**src/rtl/bwfa_pkg.sv**
```systemverilog
// ----------------------------------------------------------------------------
// bwfa_pkg
// Types, codes and defaults shared by the segment allocator modules.
// ----------------------------------------------------------------------------
package bwfa_pkg;

  localparam int DEF_FREE_ENTRIES  = 64;
  localparam int DEF_ALLOC_ENTRIES = 64;
  localparam int DEF_ADDR_BITS     = 20;
  localparam int DEF_HEADER_BYTES  = 8;
  localparam int DEF_NODE_BYTES    = 16;

  localparam int SIZE_BITS   = 20;
  localparam int OFFSET_BITS = 20;
  localparam int REGION_BITS = 21;
  localparam int REGION_RESET = 65536;
  localparam int QUEUE_DEPTH  = 2;

  localparam logic CFG_FIT_POLICY   = 1'b0;
  localparam logic CFG_REGION_BYTES = 1'b1;

  localparam logic POLICY_BEST  = 1'b0;

  typedef enum logic {
    CMD_ALLOC = 1'b0,
    CMD_FREE  = 1'b1
  } cmd_e_t;

  typedef enum logic [2:0] {
    ST_OK        = 3'd0,
    ST_TOO_LARGE = 3'd1,
    ST_NO_FIT    = 3'd2,
    ST_NULL      = 3'd3,
    ST_NOT_ALLOC = 3'd4,
    ST_FULL      = 3'd5
  } status_t;

  typedef enum logic [1:0] {
    S_IDLE,
    S_ALLOC_SCAN,
    S_BLOCK_SCAN,
    S_SEG_SCAN
  } state_t;

  typedef struct packed {
    cmd_e_t                 cmd;
    logic [SIZE_BITS-1:0]   req_size;
    logic [OFFSET_BITS-1:0] free_addr;
  } req_t;

  typedef struct packed {
    logic [OFFSET_BITS-1:0] addr;
    status_t                status;
  } result_t;

  // classified request as it waits between front and back
  typedef struct packed {
    req_t    req;
    status_t pre;
  } queue_item_t;

endpackage

```
**src/rtl/bwfa_front.sv**
```systemverilog
// ----------------------------------------------------------------------------
// bwfa_front
// Accepts requests, flags oversized allocs and null frees, and queues them.
// ----------------------------------------------------------------------------
module bwfa_front #(
  parameter int ADDR_BITS    = bwfa_pkg::DEF_ADDR_BITS,
  parameter int HEADER_BYTES = bwfa_pkg::DEF_HEADER_BYTES
) (
  input  logic                  clk,
  input  logic                  rst,
  input  logic                  start,
  output logic                  busy,
  input  bwfa_pkg::req_t        req,
  input  logic [((ADDR_BITS > bwfa_pkg::OFFSET_BITS) ? ADDR_BITS
                 : bwfa_pkg::OFFSET_BITS):0] usable,
  output logic                  q_valid,
  output bwfa_pkg::queue_item_t q_item,
  input  logic                  q_pop
);
  import bwfa_pkg::*;

  localparam int W  = ((ADDR_BITS > OFFSET_BITS) ? ADDR_BITS : OFFSET_BITS) + 1;
  localparam int PW = (QUEUE_DEPTH > 1) ? $clog2(QUEUE_DEPTH) : 1;
  localparam int CW = $clog2(QUEUE_DEPTH + 1);

  queue_item_t      entry [QUEUE_DEPTH];
  queue_item_t      item_in;
  logic [PW-1:0]    wr_ptr;
  logic [PW-1:0]    rd_ptr;
  logic [CW-1:0]    count;
  logic             push;
  logic             pop;
  logic             too_large;

  assign too_large = ((W+1)'(req.req_size) + (W+1)'(HEADER_BYTES)) > (W+1)'(usable);

  always_comb begin
    item_in.req = req;
    item_in.pre = ST_OK;
    if (req.cmd == CMD_ALLOC) begin
      if (too_large) item_in.pre = ST_TOO_LARGE;
    end else begin
      if (req.free_addr == '0) item_in.pre = ST_NULL;
    end
  end

  assign busy    = (count == CW'(QUEUE_DEPTH));
  assign push    = start && !busy;
  assign q_valid = (count != '0);
  assign pop     = q_pop && q_valid;
  assign q_item  = entry[rd_ptr];

  always_ff @(posedge clk) begin
    if (push) begin
      entry[wr_ptr] <= item_in;
    end
  end

  always_ff @(posedge clk) begin
    if (rst) begin
      wr_ptr <= '0;
      rd_ptr <= '0;
      count  <= '0;
    end else begin
      if (push) begin
        wr_ptr <= (wr_ptr == PW'(QUEUE_DEPTH - 1)) ? '0 : wr_ptr + 1'b1;
      end
      if (pop) begin
        rd_ptr <= (rd_ptr == PW'(QUEUE_DEPTH - 1)) ? '0 : rd_ptr + 1'b1;
      end
      if (push && !pop) count <= count + 1'b1;
      else if (pop && !push) count <= count - 1'b1;
    end
  end

endmodule

```
**config.mk**
```make
export PLATFORM = sky130hd
export DESIGN_NAME = bwfa_front
export DESIGN_NICKNAME = d
export VERILOG_FILES = /design/src/rtl/bwfa_pkg.sv /design/src/rtl/bwfa_front.sv
export SDC_FILE = /design/constraint.sdc
export NUM_CORES = 1
export LEC_CHECK = 0
export ABC_AREA = 1
export BUFFER_PORTS_ARGS = -buffer_cell sky130_fd_sc_hd__buf_2
export CORE_UTILIZATION = 35
export CTS_CLUSTER_DIAMETER = 30
export DETAILED_ROUTE_END_ITERATION = 7
export MAX_ROUTING_LAYER = met4
export PLACE_DENSITY = 0.62
export SKIP_LAST_GASP = 1
export SLEW_MARGIN = 20
export SYNTH_ARGS = -nofsm -noshare
export SYNTH_HDL_FRONTEND = slang
export SYNTH_SLANG_ARGS = --single-unit
export TNS_END_PERCENT = 30
```
**constraint.sdc**
```tcl
create_clock -name clk -period 3.41 [get_ports clk]
set_input_delay 0.1705 -clock clk [delete_from_list [all_inputs] [get_ports clk]]
set_output_delay 0.1705 -clock clk [all_outputs]
set_load 0.01 [all_outputs]
```
== Yosys cells after proc, flatten, opt, wreduce, memory -nomap -nowiden ==
Memory sizes are Yosys's and may differ from the RTL's. A register that Yosys moved wholly into a read port is not among the register bits.
Index checks and enable logic that the tools add are counted.
Operators by class
  $add $sub $neg: 5
  order comparisons: 1
  equal/unequal tests: 1
  muxes and demuxes: 11
  reductions and logical operators: 10
Operators by type and width (count)
  20-bit by 4-bit adder with 21-bit output (second input constant): 1
  21-bit > comparator: 1
  20-bit zero test: 1
  2-bit two-way mux: 4
  1-bit two-way mux: 7
  1-bit logical AND: 4
  2-bit nonzero test: 2
  1-bit zero test: 3
  1-bit adder (second input constant): 2
  2-bit by 1-bit adder with 2-bit output (second input constant): 1
  2-bit == test (second input constant): 1
  2-bit by 1-bit subtractor with 2-bit output (second input constant): 1
Storage, ports and cells
  flip-flop bits (word level): 4
  bits in writable memories: 86
  bits of input ports: 66
  output and inout bits: 46
  word-level logic and storage cells: 32
  memories: 1
Memory list
  entry: depth 2, bits a word 43, read ports 1, clocked after Yosys merged registers in 1, wr ports 1, line bwfa_front.sv:26  | queue_item_t entry [QUEUE_DEPTH];

== Longest topological paths before layout ==
  word-level depth: 7
  mapped depth: 17
  depth with buffers taken out: 17

== Worst setup path before layout ==
OpenSTA, ideal clock, no wires.
  path kind: register -> register
  start: reg count[1]
  end: mem entry[1][0] (netlist bit) (enable)
  setup time: 445 ps
  data arrival time: 2361 ps
  required time: 2965 ps
  setup slack: 604 ps
  stages on the path, launching flop included: 4
  path buffers: 0
  clock period less this slack: 2806 ps
  cells stage by stage: dfxtp_1 -> inv_1 -> o21ai_0 -> nor2_1
On the way
  word-level cells in the longest chain between the ends: 5
Ends and longest elaborated chain
  start: declaration: line bwfa_front.sv:30  | logic [CW-1:0] count;
  start signal: assignment: line bwfa_front.sv:71  | if (push && !pop) count <= count + 1'b1;
  start signal: assignment: line bwfa_front.sv:72  | else if (pop && !push) count <= count - 1'b1;
  2-bit == test: line bwfa_front.sv:47  | assign busy = (count == CW'(QUEUE_DEPTH));
  1-bit zero test: line bwfa_front.sv:48  | assign push = start && !busy;
  1-bit logical AND: line bwfa_front.sv:48
  1-bit two-way mux: line bwfa_front.sv:54  | if (push) begin
  1-bit two-way mux (implied by the code): line bwfa_front.sv:55  | entry[wr_ptr] <= item_in;
  end: declaration: line bwfa_front.sv:26
Every way passes these cells.

== Worst setup path in the final report ==
  start: reg count[1]
  end: reg count[1]
On the way
  word-level cells in the longest chain between the ends: 6
  elaborated cells between the ends (all ways): 14
  classes of those cells: 2 x add/sub; 1 x eq/ne; 2 x mux; 9 x reduce/logical
Ends and longest elaborated chain
  2-bit == test (*): line bwfa_front.sv:47
  1-bit zero test (*): line bwfa_front.sv:48
  1-bit logical AND (*): line bwfa_front.sv:48
  net push: line bwfa_front.sv:31  | logic push;
  1-bit zero test: line bwfa_front.sv:72
  1-bit logical AND: line bwfa_front.sv:72
  2-bit nonzero test (no line)
Mark *: on every way through the listed nets, which the timed path passes. The rest lies on a longest branch. The select of a mux whose other input is x is not followed.
A chain may end at the register's enable or synchronous reset.

==> impl_metrics.tcl <==
set metrics [dict create \
    rsz0062_at_grt "false" \
    dr_wl_met2_um 4114 \
    async_flop_share_pct 0 \
    h-tree-depth 3 \
    finalHoldViolations 0 \
    fin_cells 643 \
    ir_drop_uv 217.6 \
    numClockSinks 91 \
    synth_nets 442 \
    vias_per_cell 4.495 \
    drt_iter0_markers 147 \
    synth_cells 353 \
    syn_area_um2 4397 \
    cpMaxStageDelayCell "o21ai_0" \
    critical_path_class "flip-flop to flip-flop" \
    highest_layer "met4" \
    preCtsSetupSlack_ps 1097 \
    yosysWarnings 0 \
    internal-power_uw 2257 \
    yosysTopAreaCellShare_pct 58.74 \
    end_kind "flip-flop" \
    synth_top_flop_cell "edfxtp_1" \
    hold_start "req[2]" \
    outcome "finished clean" \
    via_count 2890 \
    worstRegToRegCells 8 \
    clk_pin_slew_ps 60 \
    seq_area_frac_synth_pct 61.01 \
    synth_area_per_cell_um2 12.46 \
    net-switching-power_uw 880.9 \
    crit_fanout 5 \
    fmax_mhz 493.0 \
    drive_gt1_share_pct 38.53 \
    synth-seq-cells 91 \
    die_width_um 114.1 \
    critical-path-max-stage-delay_ps 590 \
    cts-root-buf "clkbuf_16" \
    r2r_end "count[1]" \
    overflow 0 \
    routedWlPerCell_um 13.76 \
    synth.top_cells.by_count "edfxtp_1, inv_1, nand2_1" \
    num_antenna_cells 0 \
    p_seq_share_pct 47.9 \
    grt_pass1_vias 2912 \
    grt_pass1_wl_um 14060 \
    crit_required_ps 3690 \
    coreArea_um2 12110 \
    power_density_nw_per_um2 578.7 \
    slew_headroom_pct 50.71 \
    leakage_uw 0.002295 \
    arrival_ps 2310 \
    insertion_delay_ps 330 \
    synth.most_common_cell "edfxtp_1" \
    post-cts-setup-buffers 0 \
    min_period_over_period_pct 59.48 \
    initial_utilization_pct 36.30 \
    synth_edf_count 86 \
    final_nets 559 \
    yosys.area.top_type "edfxtp_1" \
    skew_ps 7.875 \
    hp-class "primary input to flip-flop" \
    clkPwrFrac_pct 27.7 \
    design_area_um2 5421 \
    pwr-share-comb_pct 24.3 \
    synth_area_leaders "edfxtp_1, mux2_2, ha_1" \
    placed_area_um2 5156 \
    cts_resized 0 \
    dp_cells 627 \
    port_buffers 110 \
    p_sw_share_pct 28.08 \
    setup_slack_ps 1382 \
    r2r-start "count[1]" \
    dieArea_um2 13010 \
    num_io_pins 112 \
    area_growth_pct 23.31 \
    clock_path_buffers 2 \
    max_cap_violations 0 \
    worstMarginPinSlew_ps 731.6 \
    hold_buffers 0 \
    yosysUniqueCellTypes 29 \
    hold_end "entry[0][5]" \
    first_pass_iters 4 \
    fin_crit_ps 2028 \
    grt_max_degree 44 \
    antenna_found_initial 0 \
    drt.antenna.violating_nets 0 \
    met3_length_um 467 \
    crit_chain "inv_1, o21ai_0, inv_1, ha_1, a21oi_1, o21ai_0, a21oi_1, o21a_1" \
    die_h_um 114.1 \
    cts_tree "built" \
    drc 0 \
    place_congestion 0.8381 \
    m1WireLength_um 4103 \
    setup_violations 0 \
    whs_path_depth 1 \
    grt_util_all_layers_pct 14.73 \
    startpoint_type "flip-flop" \
    final.setup.tns_ps 0 \
    cts_inserted_buffers 9 \
    final_max_slew_viol_count 0 \
    r2r_slack_ps 1380 \
    rows 40 \
    hpwl_um 6546 \
    routed_wl_um 8846 \
]
worst max-delay path by stage:
stage                     cells past startpoint  slack, ps       from          end
after floorplan                               3        600   count[1]  entry[1][0]
after global placement                       17       1150    req[23]  entry[0][0]
after detailed placement                     17       1100    req[26]  entry[0][0]
after CTS                                     2       1210  flip-flop   q_item[32]
after global routing                          8       1170   count[1]     count[1]
final                                         8       1380   count[1]     count[1]
worst max-delay path, delay by kind of cell, from the launching register on:
kind	cells	cell delay, ps
compound gates	5	1100
buf+inv	2	210
fa+ha+maj	1	360
flops	1	300
flip-flops by register name, summed over array words and instances (netlist names), named ones only:
signal / count
entry: 86
wr_ptr: 1
count: 2
rd_ptr: 1
per-layer routing:
| metal | global-route usage (%) | up-vias |
|---|---|---|
| li1 | - | 1451 |
| met1 | 18.60 | 1338 |
| met2 | 23.47 | 89 |
| met3 | 2.276 | 12 |
| met4 | 6.580 | 0 |
| met5 | - | - |
kinds of logic (layout without fill, tap and decap cells):
family                   count (synthesis)  after routing  share of synthesized area (%)
adder cells (fa/ha/maj)                 23             23                          6.545
other                                    1              1                        0.08529
multiplexers                            43             43                          11.01
AND/OR/NAND/NOR                        102            102                          10.79
AO/OA/AOI/OAI                           18             18                          2.220
buffers and inverters                   60            182                          5.350
flip-flops                              91             91                          61.01
XOR/XNOR                                15             15                          2.988
layout by cell type, fill, tap and decap left out, types with 2 or more instances in the layout:
cell / synthesis / final
nand2_2: 2 / 2
dfxtp_1: 5 / 4
buf_4: 1 / 2
xnor2_1: 2 / 2
nor2_2: 2 / 2
inv_1: 52 / 52
mux2_2: 43 / 43
edfxtp_1: 86 / 86
nand3_1: 8 / 8
nand4_1: 4 / 4
xor2_1: 13 / 13
nor3_2: 3 / 3
a21oi_1: 12 / 12
clkinv_1: 0 / 2
clkbuf_16: 0 / 9
clkinv_4: 0 / 2
nor3_1: 2 / 2
inv_2: 2 / 2
nor4_1: 7 / 7
or2_2: 2 / 2
nand2_1: 47 / 47
buf_2: 5 / 110
o21ai_0: 3 / 3
nor2_4: 1 / 3
nor2_1: 22 / 20
ha_1: 23 / 23
clkbuf_1: 0 / 2
power by group through the flow:
stage	logic (uW)	registers [uW]	clock network (uW)
after floorplan	520	1470	0
after global placement	769	1530	0
after detailed placement	777	1530	0
after CTS	782	1510	892
after global routing	846	1530	938
final	764	1500	870
per-stage QoR:
step | hold slack [ps] | total power, uW | util [%]
3_3_place_gp | 378.0 | 2294 | 42.57
3_5_place_dp | 379.3 | 2310 | 42.57
4_1_cts | 29.58 | 3184 | 44.74
2_1_floorplan | 239.6 | 1990 | -
6_report | 41.01 | 3137 | 44.76
5_1_grt | 27.70 | 3311 | 44.76
area by class of cell:
| class | instances | area (um2) |
|---|---|---|
| fill | 1166 | 6690 |
| sequential | 91 | 2686 |
| multi-input combinational | 202 | 1494 |
| timing repair buffer | 112 | 565.5 |
| clock buffer | 11 | 232.7 |
| tap | 168 | 210.2 |
| inverter | 54 | 202.7 |
| clock inverter | 5 | 30.03 |
Power figures use the tool's default switching activity.
